$ cat config.mk
export PLATFORM = sky130hd
export DESIGN_NAME = biquad_lowpass_direct_form_two
export DESIGN_NICKNAME = d
export VERILOG_FILES = /design/src/hdl/bqlp_pkg.sv /design/src/hdl/bqlp_mac.sv /design/src/hdl/biquad_lowpass_direct_form_two.sv
export SDC_FILE = /design/constraint.sdc
export NUM_CORES = 2
export LEC_CHECK = 0
export BUFFER_PORTS_ARGS = -buffer_cell sky130_fd_sc_hd__buf_2
export CORE_MARGIN = 2
export CORE_UTILIZATION = 41
export CTS_CLUSTER_SIZE = 20
export DETAILED_ROUTE_END_ITERATION = 8
export PLACE_DENSITY = 0.61
export SLEW_MARGIN = 30
export SYNTH_ARGS = -nofsm -noshare
export SYNTH_HDL_FRONTEND = slang
export SYNTH_SLANG_ARGS = --single-unit
$ cat constraint.sdc
create_clock -name i_clk -period 14.6 [get_ports i_clk]
set_input_delay 1.46 -clock i_clk [delete_from_list [all_inputs] [get_ports i_clk]]
set_output_delay 1.46 -clock i_clk [all_outputs]
set_load 0.01 [all_outputs]
$ cat src/hdl/bqlp_pkg.sv
// shared types, widths and the microprogram for the biquad low-pass filter
// no dependencies; imported by bqlp_mac, biquad_lowpass_direct_form_two and the testbench
package bqlp_pkg;

    localparam int SAMPLE_W  = 16;
    localparam int COEF_W    = 20;
    localparam int NODE_W    = 48;
    localparam int FRAC      = 16;
    localparam int HALF_W    = NODE_W / 2;
    localparam int MUL_W     = COEF_W + HALF_W + 1;
    localparam int PART_W    = COEF_W + NODE_W;
    localparam int ACC_W     = 54;
    localparam int STEP_W    = 4;
    localparam int NUM_REGS  = 5;
    localparam int CFG_IDX_W = 3;

    typedef logic signed [COEF_W-1:0] t_coef;

    typedef struct packed {
        t_coef b0;
        t_coef b1;
        t_coef b2;
        t_coef a1;
        t_coef a2;
    } t_coef_set;

    localparam t_coef COEF_ONE = t_coef'(1 << FRAC);

    typedef enum logic [CFG_IDX_W-1:0] {
        REG_B0,
        REG_B1,
        REG_B2,
        REG_A1,
        REG_A2
    } t_reg_idx;

    typedef enum logic [2:0] {CS_B0, CS_B1, CS_B2, CS_A1, CS_A2} t_csel;
    typedef enum logic [1:0] {WS_W0, WS_W1, WS_W2} t_wsel;
    typedef enum logic {HALF_LO, HALF_HI} t_half;
    typedef enum logic [1:0] {PART_NONE, PART_LOAD, PART_ADDHI} t_part_op;
    typedef enum logic [2:0] {
        ACC_NONE,
        ACC_LOADX,
        ACC_SUB,
        ACC_ADD,
        ACC_NODE,
        ACC_OUT
    } t_acc_op;
    typedef enum logic {FLOW_NEXT, FLOW_END} t_flow;

    typedef enum logic {SEQ_IDLE, SEQ_RUN} t_seq_state;

    typedef struct packed {
        logic     mul_en;
        t_csel    csel;
        t_wsel    wsel;
        t_half    half;
        t_part_op part_op;
        t_acc_op  acc_op;
        t_flow    flow;
    } t_uop;

    function automatic t_uop mk_uop(input logic me, input t_csel c, input t_wsel w,
                                    input t_half h, input t_part_op p, input t_acc_op a,
                                    input t_flow f);
        t_uop u;
        u.mul_en  = me;
        u.csel    = c;
        u.wsel    = w;
        u.half    = h;
        u.part_op = p;
        u.acc_op  = a;
        u.flow    = f;
        return u;
    endfunction

    // each product takes a low-half and a high-half pass, overlapped with the next one
    function automatic t_uop uop_rom(input logic [STEP_W-1:0] step);
        t_uop u;
        case (step)
            STEP_W'(0):  u = mk_uop(1'b1, CS_A1, WS_W1, HALF_LO, PART_NONE,  ACC_LOADX, FLOW_NEXT);
            STEP_W'(1):  u = mk_uop(1'b1, CS_A1, WS_W1, HALF_HI, PART_LOAD,  ACC_NONE,  FLOW_NEXT);
            STEP_W'(2):  u = mk_uop(1'b1, CS_A2, WS_W2, HALF_LO, PART_ADDHI, ACC_NONE,  FLOW_NEXT);
            STEP_W'(3):  u = mk_uop(1'b1, CS_A2, WS_W2, HALF_HI, PART_LOAD,  ACC_SUB,   FLOW_NEXT);
            STEP_W'(4):  u = mk_uop(1'b0, CS_A2, WS_W2, HALF_LO, PART_ADDHI, ACC_NONE,  FLOW_NEXT);
            STEP_W'(5):  u = mk_uop(1'b0, CS_A2, WS_W2, HALF_LO, PART_NONE,  ACC_SUB,   FLOW_NEXT);
            STEP_W'(6):  u = mk_uop(1'b0, CS_B0, WS_W0, HALF_LO, PART_NONE,  ACC_NODE,  FLOW_NEXT);
            STEP_W'(7):  u = mk_uop(1'b1, CS_B0, WS_W0, HALF_LO, PART_NONE,  ACC_NONE,  FLOW_NEXT);
            STEP_W'(8):  u = mk_uop(1'b1, CS_B0, WS_W0, HALF_HI, PART_LOAD,  ACC_NONE,  FLOW_NEXT);
            STEP_W'(9):  u = mk_uop(1'b1, CS_B1, WS_W1, HALF_LO, PART_ADDHI, ACC_NONE,  FLOW_NEXT);
            STEP_W'(10): u = mk_uop(1'b1, CS_B1, WS_W1, HALF_HI, PART_LOAD,  ACC_ADD,   FLOW_NEXT);
            STEP_W'(11): u = mk_uop(1'b1, CS_B2, WS_W2, HALF_LO, PART_ADDHI, ACC_NONE,  FLOW_NEXT);
            STEP_W'(12): u = mk_uop(1'b1, CS_B2, WS_W2, HALF_HI, PART_LOAD,  ACC_ADD,   FLOW_NEXT);
            STEP_W'(13): u = mk_uop(1'b0, CS_B2, WS_W2, HALF_LO, PART_ADDHI, ACC_NONE,  FLOW_NEXT);
            STEP_W'(14): u = mk_uop(1'b0, CS_B2, WS_W2, HALF_LO, PART_NONE,  ACC_ADD,   FLOW_NEXT);
            STEP_W'(15): u = mk_uop(1'b0, CS_B2, WS_W2, HALF_LO, PART_NONE,  ACC_OUT,   FLOW_END);
            default:     u = mk_uop(1'b0, CS_B0, WS_W0, HALF_LO, PART_NONE,  ACC_NONE,  FLOW_END);
        endcase
        return u;
    endfunction

endpackage

$ cat src/hdl/bqlp_mac.sv
// shared multiply-accumulate datapath of the biquad: delay nodes, accumulator, clamps
// depends on bqlp_pkg; driven one control word per cycle by the top-level sequencer while it is not stalled
module bqlp_mac (
    input  logic                                i_clk,
    input  logic                                i_rst_n,
    input  logic                                i_load,
    input  logic signed [bqlp_pkg::SAMPLE_W-1:0] i_sample,
    input  logic                                i_restart,
    input  bqlp_pkg::t_uop                      i_uop,
    input  logic                                i_go,
    input  bqlp_pkg::t_coef_set                 i_coef,
    output logic signed [bqlp_pkg::SAMPLE_W-1:0] o_filtered,
    output logic                                o_clipped
);
    import bqlp_pkg::*;

    localparam logic signed [ACC_W-1:0] ROUND_HALF = ACC_W'(1) << (FRAC - 1);

    logic signed [SAMPLE_W-1:0] r_x;
    logic signed [NODE_W-1:0]   r_w0, r_w1, r_w2;
    logic signed [ACC_W-1:0]    r_acc;
    logic signed [MUL_W-1:0]    r_prod;
    logic signed [PART_W-1:0]   r_part;
    logic                       r_clip;

    t_coef                      coef_sel;
    logic signed [NODE_W-1:0]   node_sel;
    logic signed [HALF_W:0]     op_b;
    logic signed [MUL_W-1:0]    product;
    logic signed [PART_W-1:0]   prod_ext;
    logic signed [PART_W-1:0]   part_shr;
    logic signed [ACC_W-1:0]    term;
    logic signed [NODE_W-1:0]   node_val;
    logic                       node_hit;
    logic                       out_hit;

    always_comb begin
        case (i_uop.csel)
            CS_B0:   coef_sel = i_coef.b0;
            CS_B1:   coef_sel = i_coef.b1;
            CS_B2:   coef_sel = i_coef.b2;
            CS_A1:   coef_sel = i_coef.a1;
            CS_A2:   coef_sel = i_coef.a2;
            default: coef_sel = i_coef.b0;
        endcase
        case (i_uop.wsel)
            WS_W0:   node_sel = r_w0;
            WS_W1:   node_sel = r_w1;
            WS_W2:   node_sel = r_w2;
            default: node_sel = r_w0;
        endcase
    end

    // low half unsigned, high half signed
    assign op_b     = (i_uop.half == HALF_LO) ? {1'b0, node_sel[HALF_W-1:0]}
                                              : {node_sel[NODE_W-1], node_sel[NODE_W-1:HALF_W]};
    assign product  = MUL_W'(coef_sel) * MUL_W'(op_b);
    assign prod_ext = {{(PART_W-MUL_W){r_prod[MUL_W-1]}}, r_prod};
    // floor of the exact product, back to sixteen fraction bits
    assign part_shr = r_part >>> FRAC;
    assign term     = part_shr[ACC_W-1:0];

    always_comb begin
        node_hit = !((&r_acc[ACC_W-1:NODE_W-1]) || !(|r_acc[ACC_W-1:NODE_W-1]));
        if (!node_hit) begin
            node_val = r_acc[NODE_W-1:0];
        end else if (r_acc[ACC_W-1]) begin
            node_val = {1'b1, {(NODE_W-1){1'b0}}};
        end else begin
            node_val = {1'b0, {(NODE_W-1){1'b1}}};
        end
        out_hit = !((&r_acc[ACC_W-1:FRAC+SAMPLE_W-1]) || !(|r_acc[ACC_W-1:FRAC+SAMPLE_W-1]));
        if (!out_hit) begin
            o_filtered = r_acc[FRAC+SAMPLE_W-1:FRAC];
        end else if (r_acc[ACC_W-1]) begin
            o_filtered = {1'b1, {(SAMPLE_W-1){1'b0}}};
        end else begin
            o_filtered = {1'b0, {(SAMPLE_W-1){1'b1}}};
        end
        o_clipped = r_clip | out_hit;
    end

    // delay nodes
    always_ff @(posedge i_clk) begin
        if (!i_rst_n) begin
            r_w1 <= '0;
            r_w2 <= '0;
        end else if (i_load && i_restart) begin
            r_w1 <= '0;
            r_w2 <= '0;
        end else if (i_go && i_uop.acc_op == ACC_OUT) begin
            r_w2 <= r_w1;
            r_w1 <= r_w0;
        end
    end

    always_ff @(posedge i_clk) begin
        if (i_load) begin
            r_x <= i_sample;
        end
        if (i_go && i_uop.mul_en) begin
            r_prod <= product;
        end
        if (i_go) begin
            case (i_uop.part_op)
                PART_LOAD:  r_part <= prod_ext;
                PART_ADDHI: r_part <= r_part + (prod_ext <<< HALF_W);
                default:    r_part <= r_part;
            endcase
            case (i_uop.acc_op)
                ACC_LOADX: begin
                    r_acc  <= {{(ACC_W-SAMPLE_W-FRAC){r_x[SAMPLE_W-1]}}, r_x, {FRAC{1'b0}}};
                    r_clip <= 1'b0;
                end
                ACC_SUB: r_acc <= r_acc - term;
                ACC_ADD: r_acc <= r_acc + term;
                ACC_NODE: begin
                    r_w0   <= node_val;
                    r_clip <= r_clip | node_hit;
                    r_acc  <= ROUND_HALF;
                end
                default: r_acc <= r_acc;
            endcase
        end
    end

endmodule

$ cat src/hdl/biquad_lowpass_direct_form_two.sv
// top level of the second-order low-pass biquad, direct form two, fixed point
// depends on bqlp_pkg and bqlp_mac; holds the sequencer, coefficients and output register
//
// usage
//   input stream  : one signed 16-bit sample per transfer on s_axis_tdata, the restart flag
//                   on s_axis_tuser; restart zeroes both delay nodes before that sample
//   output stream : the rounded, saturated result on m_axis_tdata, the clip flag on
//                   m_axis_tuser (node or output saturated for that sample)
//   config        : i_cfg_index selects b0, b1, b2, a1, a2 (0 to 4), i_cfg_data is the
//                   Q3.16 value; o_cfg_ready is always high, other indexes are dropped;
//                   write only while no sample is in flight
//   timing        : a sixteen-step microprogram runs on one shared 20 x 25 multiplier,
//                   two passes per coefficient product; the last step loads the output
//                   register and returns the sequencer to idle, and only then is the next
//                   sample taken, so samples are processed one at a time
//   stall         : if the output register is still full at the last step, the sequencer
//                   holds on that step until the receiver takes the old result
//   reset         : synchronous, active low; clears the delay nodes, sets b0 to one and
//                   the other coefficients to zero, empties the output register
module biquad_lowpass_direct_form_two (
    input  logic                                   i_clk,
    input  logic                                   i_rst_n,
    // config write channel
    input  logic                                   i_cfg_valid,
    output logic                                   o_cfg_ready,
    input  logic [bqlp_pkg::CFG_IDX_W-1:0]         i_cfg_index,
    input  logic [bqlp_pkg::COEF_W-1:0]            i_cfg_data,
    // sample input
    input  logic                                   s_axis_tvalid,
    output logic                                   s_axis_tready,
    input  logic [bqlp_pkg::SAMPLE_W-1:0]          s_axis_tdata,  // [15:0] sample
    input  logic [0:0]                             s_axis_tuser,  // [0] restart
    // filtered output
    output logic                                   m_axis_tvalid,
    input  logic                                   m_axis_tready,
    output logic [bqlp_pkg::SAMPLE_W-1:0]          m_axis_tdata,  // [15:0] filtered
    output logic [0:0]                             m_axis_tuser   // [0] clipped
);
    import bqlp_pkg::*;

    t_seq_state              r_state, n_state;
    logic [STEP_W-1:0]       r_step, n_step;
    t_coef_set               r_coef;
    logic                    r_out_valid;
    logic [SAMPLE_W-1:0]     r_out_data;
    logic                    r_out_clip;

    t_uop                    uop;
    logic                    in_xfer;
    logic                    slot_free;
    logic                    go;
    logic signed [SAMPLE_W-1:0] mac_filtered;
    logic                    mac_clipped;

    assign o_cfg_ready   = 1'b1;
    assign s_axis_tready = (r_state == SEQ_IDLE);
    assign in_xfer       = s_axis_tvalid && s_axis_tready;
    assign m_axis_tvalid = r_out_valid;
    assign m_axis_tdata  = r_out_data;
    assign m_axis_tuser  = r_out_clip;

    // control word for the current step
    assign uop       = uop_rom(r_step);
    assign slot_free = !r_out_valid || m_axis_tready;

    // sequencer: the last step waits on a free output slot, others always advance
    always_comb begin
        n_state = r_state;
        n_step  = r_step;
        go      = 1'b0;
        case (r_state)
            SEQ_IDLE: begin
                if (in_xfer) begin
                    n_state = SEQ_RUN;
                    n_step  = '0;
                end
            end
            SEQ_RUN: begin
                if (uop.flow == FLOW_END) begin
                    if (slot_free) begin
                        go      = 1'b1;
                        n_state = SEQ_IDLE;
                        n_step  = '0;
                    end
                end else begin
                    go     = 1'b1;
                    n_step = r_step + STEP_W'(1);
                end
            end
            default: begin
                n_state = SEQ_IDLE;
                n_step  = '0;
            end
        endcase
    end

    always_ff @(posedge i_clk) begin
        if (!i_rst_n) begin
            r_state <= SEQ_IDLE;
            r_step  <= '0;
        end else begin
            r_state <= n_state;
            r_step  <= n_step;
        end
    end

    // coefficient registers
    always_ff @(posedge i_clk) begin
        if (!i_rst_n) begin
            r_coef.b0 <= COEF_ONE;
            r_coef.b1 <= '0;
            r_coef.b2 <= '0;
            r_coef.a1 <= '0;
            r_coef.a2 <= '0;
        end else if (i_cfg_valid && o_cfg_ready) begin
            case (i_cfg_index)
                REG_B0:  r_coef.b0 <= i_cfg_data;
                REG_B1:  r_coef.b1 <= i_cfg_data;
                REG_B2:  r_coef.b2 <= i_cfg_data;
                REG_A1:  r_coef.a1 <= i_cfg_data;
                REG_A2:  r_coef.a2 <= i_cfg_data;
                default: r_coef    <= r_coef;
            endcase
        end
    end

    bqlp_mac u_mac (
        .i_clk      (i_clk),
        .i_rst_n    (i_rst_n),
        .i_load     (in_xfer),
        .i_sample   (s_axis_tdata),
        .i_restart  (s_axis_tuser[0]),
        .i_uop      (uop),
        .i_go       (go),
        .i_coef     (r_coef),
        .o_filtered (mac_filtered),
        .o_clipped  (mac_clipped)
    );

    // output register, loaded by the last step
    always_ff @(posedge i_clk) begin
        if (!i_rst_n) begin
            r_out_valid <= 1'b0;
        end else if (go && uop.flow == FLOW_END) begin
            r_out_valid <= 1'b1;
        end else if (m_axis_tready) begin
            r_out_valid <= 1'b0;
        end
    end

    always_ff @(posedge i_clk) begin
        if (go && uop.flow == FLOW_END) begin
            r_out_data <= mac_filtered;
            r_out_clip <= mac_clipped;
        end
    end

    // a new sample always starts the program at its first step
    a_start: assert property (@(posedge i_clk) disable iff (!i_rst_n)
        in_xfer |=> (r_state == SEQ_RUN) && (r_step == '0))
        else $error("sequencer did not start at step zero");

    // no stray step count while waiting for a sample
    a_idle_step: assert property (@(posedge i_clk) disable iff (!i_rst_n)
        (r_state == SEQ_IDLE) |-> (r_step == '0))
        else $error("step counter not parked while idle");

    // ordinary steps advance by one each cycle
    a_advance: assert property (@(posedge i_clk) disable iff (!i_rst_n)
        (r_state == SEQ_RUN) && (uop.flow == FLOW_NEXT) |=>
            (r_step == STEP_W'($past(r_step) + STEP_W'(1))))
        else $error("microprogram step skipped or repeated");

    // finishing a sample leaves a result waiting and frees the input
    a_finish: assert property (@(posedge i_clk) disable iff (!i_rst_n)
        go && (uop.flow == FLOW_END) |=> r_out_valid && (r_state == SEQ_IDLE))
        else $error("finished sample did not reach the output register");

endmodule

### Yosys cells after proc, flatten, opt, wreduce, memory -nomap -nowiden

Memories as Yosys holds them, arrays and structs flattened. A register that Yosys moved wholly into a read port is not among the register bits.
Cells that the tools add are included.

| storage, ports and cells | value |
|---|---|
| register bits after elaboration | 451 |
| ROM bits | 208 |
| input bits | 45 |
| output and inout bits | 20 |
| logic and storage cells | 105 |
| memories | 1 |

| cells by class | value |
|---|---|
| $add $sub $neg | 4 |
| multiply operators | 1 |
| equality and inequality tests | 19 |
| mux-type cells | 25 |
| bitwise operators | 4 |
| reductions and logical operators | 33 |

Memory list:

| memory | words | bits a word | rd ports | clocked after memory_dff | wr ports | RTL line | RTL |
|---|---|---|---|---|---|---|---|
| (name not given) | 16 | 13 | 1 | 1 | 0 | bqlp_pkg.sv:80 | `case (step)` |

Operator list:

| kind | count |
|---|---|
| $pmux W54 S4 | 1 |
| $pmux W68 S2 | 1 |
| $mux W48 | 2 |
| $pmux W48 S2 | 1 |
| $pmux W20 S4 | 1 |
| $add A68 B68 Y68 | 1 |
| $add A54 B52 Y54 | 1 |
| $sub A54 B52 Y54 | 1 |
| $mul A20 B25 Y45 | 1 |
| $mux W16 | 2 |
| $mux W25 | 1 |
| $reduce_and A23 Y1 | 1 |
| $reduce_or A23 Y1 | 1 |
| $mux W4 | 5 |
| $reduce_and A2 Y1 | 10 |
| $eq A3 B2 Y1 const B | 6 |
| $eq A3 B3 Y1 const B | 4 |
| $eq A3 B1 Y1 const B | 3 |
| $mux W1 | 8 |
| $pmux W4 S2 | 1 |
| $reduce_and A7 Y1 | 1 |
| $reduce_or A7 Y1 | 1 |
| $reduce_bool A2 Y1 | 3 |
| $logic_and A1 B1 Y1 | 5 |
| other kinds (13) | 24 |

### Depth between registers and ports, before layout

| logic depth | value |
|---|---|
| depth after elaboration | 7 |
| mapped depth | 35 |

### Hierarchy

A second synthesis with hierarchy kept.

| unflattened totals | value |
|---|---|
| cells, all modules | 4688 |
| area, all modules | 41999.0 um^2 |

By module, submodules not included:

| module | times used | cells each | area each (um^2) | sequential area each (um^2) |
|---|---|---|---|---|
| bqlp_mac | 1 | 4125 | 36921.7 | 8408.1 |
| biquad_lowpass_direct_form_two | 1 | 563 | 5077.4 | 2852.7 |

### Worst setup path before layout

OpenSTA, ideal clock, no wires.

| timing | value |
|---|---|
| path type | reg2reg |
| start point | register uop[9] (netlist name) |
| end point | register u_mac.r_prod[42] (data pin) |
| arrival time | 8.097 ns |
| path slack | 6.245 ns |
| stages on the path, launching flop included | 31 |
| cell sequence | dfxtp_1 -> inv_1 -> ha_1 -> clkbuf_1 -> buf_1 -> clkbuf_1 -> o31ai_1 -> nand2_1 -> fa_1 -> inv_1 -> fa_1 -> inv_1 -> fa_1 -> inv_1 -> fa_1 -> fa_1 -> fa_1 -> inv_1 -> fa_1 -> inv_1 -> ha_1 -> a21o_1 -> a211o_1 -> o32ai_1 -> a211oi_1 -> nand2b_1 -> a311o_1 -> a31oi_1 -> o21ai_0 -> a21oi_1 -> xnor2_1 |

| on the way | value |
|---|---|
| word-level cells in the longest chain between the ends | 3 |
| elaborated cells on any way between the ends | 6 |
| classes of those cells | mul (1); eq/ne (4); mux (1) |

RTL lines:

| element | RTL line | RTL |
|---|---|---|
| $eq A3 B3 Y1 (tied with other cells) | bqlp_mac.sv:38 | `case (i_uop.csel)` |
| $pmux W20 S4 * | bqlp_mac.sv:38 |  |
| $mul A20 B25 Y45 * | bqlp_mac.sv:57 | `assign product = MUL_W'(coef_sel) * MUL_W'(op_b);` |
| named net u_mac.product[42] | bqlp_mac.sv:29 | `logic signed [MUL_W-1:0] product;` |
| to (signal assigned) | bqlp_mac.sv:102 | `r_prod <= product;` |
| to (decl) | bqlp_mac.sv:22 | `logic signed [MUL_W-1:0] r_prod;` |

The timed path passes the listed nets; every way through them passes the cells marked *.
A chain may end at the register's enable or synchronous reset.

### Worst setup path in the final report

| timing | value |
|---|---|
| start point | register uop[6] (netlist name) |
| end point | register u_mac.r_prod[42] (data pin) |

| on the way | value |
|---|---|
| word-level cells in the longest chain between the ends | 2 |

RTL lines:

| element | RTL line | RTL |
|---|---|---|
| $mux W25 | bqlp_mac.sv:55 | `assign op_b = (i_uop.half == HALF_LO) ? {1'b0, node_sel[HALF_W-1:0]}` |
| $mul A20 B25 Y45 | bqlp_mac.sv:57 |  |
| named net u_mac.product[42] | bqlp_mac.sv:29 |  |

The timed path passes the listed nets, and every way through them passes these cells.

==> results.toml <==
[power]
ir_worst_vdd_mv = 0.0893
power_density_nw_per_um2 = 74.8
power.static_leakage_nw = 20.0

[drt]
drc = 0
route.final.wire_length_um = 130000
drt-wirelength-per-cell_um = 21.2
post_drt_via_cell_ratio = 5.52
drt_pass1_iterations = 5
drtAntennaViolNets = 0
initialDrtViolationCount = 3001
vias = 33700

[synthesis]
post_synth_and_or_nand_nor_area_fraction_pct = 14.5
synth_top_flop_cell = "sky130_fd_sc_hd__edfxtp_1"
syn_std_cell_area_um2 = 42600
synth_top_family_by_area = "adder cells"
synthesis.nets = 5537
synth-compound-area-share_pct = 15.3
synth-seq-cells = 446
synth_cell_types = 93
synth-warning-count = 0
asyncSetResetFlopFracSynth_pct = 0
synth_fa_ha_area_share_pct = 30.6
synthCells = 4755
proportion_of_synthesized_area_in_mux_cells_pct = 1.27
synth.avg_cell_area_um2 = 8.97
synth_xor_area_share_pct = 3.72
synth_sequential_area_ratio_pct = 26.4
synth_edf_count = 233

[placement]
globalplace.congestion = 0.926
placed_instance_area_um2 = 44400
port_buffers = 63
estimated_wirelength_of_the_detail_placed_design_um = 99300

[worst_setup_path]
crit_required_ps = 14960
worst-path-max-fanout = 45
cp_slowest_stage_delay_ps = 690
critical_path.slowest_cell = "sky130_fd_sc_hd__o31a_1"
worstReg2RegStart = "uop[6]"
crit_start = "uop[6]"
worst_setup_path_end_kind = "flip-flop"
path_common_cell = "sky130_fd_sc_hd__fa_1"
critPathArrivalTime_ps = 10170
cp-start-kind = "flip-flop"
reg2reg_setup_slack_ps = 4790
timing_worst_setup_path_type = "reg -> reg"

[final_layout]
final_layout_size_suffix_gt1_share_pct = 6.72
area_delta_synth_final_pct = 8.37
finish.instance_area_um2 = 46200
layout.filler_cells = 10100
most_common_library_cell_in_the_layout_ignoring_fill_and_taps = "sky130_fd_sc_hd__nand2_1"
mostFrequentLayoutCells = "sky130_fd_sc_hd__nand2_1, sky130_fd_sc_hd__inv_1, sky130_fd_sc_hd__fa_1, sky130_fd_sc_hd__nor2_1, sky130_fd_sc_hd__a21oi_1"
design.final.nets = 5473

[sta]
unrepaired_setup_endpoints_after_global_routing = "no"
fmax_mhz = 102
finalSetupTns_ps = 0
finalMaxSlewViolations = 0
setup_viol_count_final = 0
post-route-period-util_pct = 67.2
timing.slew.headroom_pct = 31.1
report.final.hold_viol_count = 0
period_minus_slack_ps = 9810
timing_worst_slew_pin_value_ps = 1030
finClkSkew_ps = 51.5

[die]
die-area_um2 = 107000
die_y_um = 327
dieWidth_um = 327
core_region_um2 = 103000
io_pins = 65
initial_core_util_pct = 41.3
row_count = 118

[grt]
grt_first_pass_wirelength_um = 197000
grt_pass1_vias = 32600
grt_max_degree = 105
global_route.overflow_total = 0
groute.usage.overall_pct = 24.0
antenna_found_initial = 5

[clocking]
number_of_buffers_on_the_longest_clock_path = 3
cts.sink_count = 446
cts-root-buf = "sky130_fd_sc_hd__clkbuf_16"
clkSlewWorstSetupHoldPaths_ps = 60
post_cts.repair.setup_buffers = 0
cts-resized-gates = 0
cts_htree_levels = 2
clk-insertion-delay-late_ps = 670
cts_tree = "done"
cts_made_buffers = 52
holdBufCountCts = 0

[worst_hold_path]
timing.hold.worst.class = "reg -> reg"
hp_start = "u_mac.r_w2[24]"

[outcome]
outcome = "finished, final reports clean"

[flow_run]
timing.max_cap.violations = 0
==> Yosys cell counts (all sizes together) (21+ instances only) <==
| library cell | n | area share, % |
|---|---|---|
| nand2 | 811 | 7.1 |
| inv | 662 | 5.8 |
| fa | 512 | 24 |
| nor2 | 337 | 3.0 |
| a21oi | 270 | 3.2 |
| edfxtp | 233 | 16 |
| clkbuf | 227 | 2.1 |
| ha | 225 | 6.6 |
| dfxtp | 213 | 10 |
| o21ai | 158 | 1.9 |
| a21o | 149 | 2.6 |
| xnor2 | 108 | 2.2 |
| a21boi | 105 | 1.8 |
| xor2 | 73 | 1.5 |
| a31oi | 58 | 0.87 |
| a221oi | 46 | 0.96 |
| nor2b | 43 | 0.63 |
| nand3 | 39 | 0.46 |
| nor3 | 37 | 0.43 |
| mux2 | 36 | 0.95 |
| o31ai | 36 | 0.65 |
| a22oi | 34 | 0.60 |
| nand4 | 34 | 0.50 |
| nand2b | 28 | 0.41 |
| and2 | 25 | 0.37 |
| o31a | 21 | 0.43 |
==> path summary, 6_finish.rpt <==
check / endpoint / depth (start not counted)
min reg2reg: u_mac.r_w2[24] / 2
max reg2reg: u_mac.r_prod[42] / 28
max: u_mac.r_prod[42] / 28
min: u_mac.r_w2[24] / 2
==> per-layer routing <==
metal | global-route usage (%) | up-vias | share of wire, %
li1 | - | 15500 | -
met1 | 33.3 | 16700 | 43
met2 | 38.3 | 1238 | 46
met3 | 3.47 | 265 | 7.0
met4 | 8.88 | 4 | 4.0
met5 | 0 | - | 0.025
==> cells by family (layout without fill, tap and decap cells) <==
family / after synthesis / in the layout
flip-flops: 446 / 446
AND/OR/NAND/NOR: 1444 / 1444
AO/OA/AOI/OAI: 994 / 994
other: 1 / 2
XOR/XNOR: 181 / 181
adder cells (fa/ha/maj): 737 / 737
buffers and inverters: 906 / 882
multiplexers: 46 / 46
==> power by group <==
part	switching [mW]	leakage [nW]	internal [mW]
Combinational	0.428	15.2	0.228
Sequential	0.0414	3.90	1.36
Clock	0.577	0.870	0.820
Total	1.05	20.0	2.41
==> state kept, by name, summed over array words and instances, names as in the netlist <==
name	count
m_axis_tvalid	1
u_mac.r_x	16
u_mac.r_clip	1
r_step	4
u_mac.r_w0	48
uop	11
r_state	1
u_mac.r_w2	48
r_coef	100
u_mac.r_part	52
u_mac.r_acc	54
m_axis_tdata	16
m_axis_tuser	1
u_mac.r_prod	45
u_mac.r_w1	48
==> critical path, delay by kind of cell (launching register included) <==
kind	cells	cell delay, ps
compound gates	11	3180
xor+xnor	1	80
fa+ha+maj	8	3860
buf+inv	7	1770
flops	1	310
simple gates	1	270
==> layout make-up <==
class                           count  area (um2)  share of cell area (%)
Clock inverter                     25         352                   0.761
Inverter                          664        2490                    5.39
Sequential cell                   446       11300                    24.4
Timing Repair Buffer              124         812                    1.76
Multi-Input combinational cell   3403       28100                    60.9
Tap cell                         1380        1730                    3.74
Antenna cell                        1        2.50                 0.00541
Clock buffer                       69        1440                    3.12
==> per-stage QoR <==
step | utilization, % | hold WS (ps) | setup WS (ps) | instances | total power [mW]
2_1_floorplan | - | 436 | 6240 | 4755 | 1.85
3_3_place_gp | 42.9 | 441 | 4720 | 6015 | 2.07
3_5_place_dp | 42.9 | 450 | 4940 | 6016 | 2.07
4_1_cts | 44.7 | 458 | 4910 | 6110 | 3.47
5_1_grt | 44.7 | 470 | 4420 | 6112 | 3.59
6_report | 44.7 | 457 | 4790 | 6112 | 3.46
Note: power is estimated with default switching activity, not from simulation.
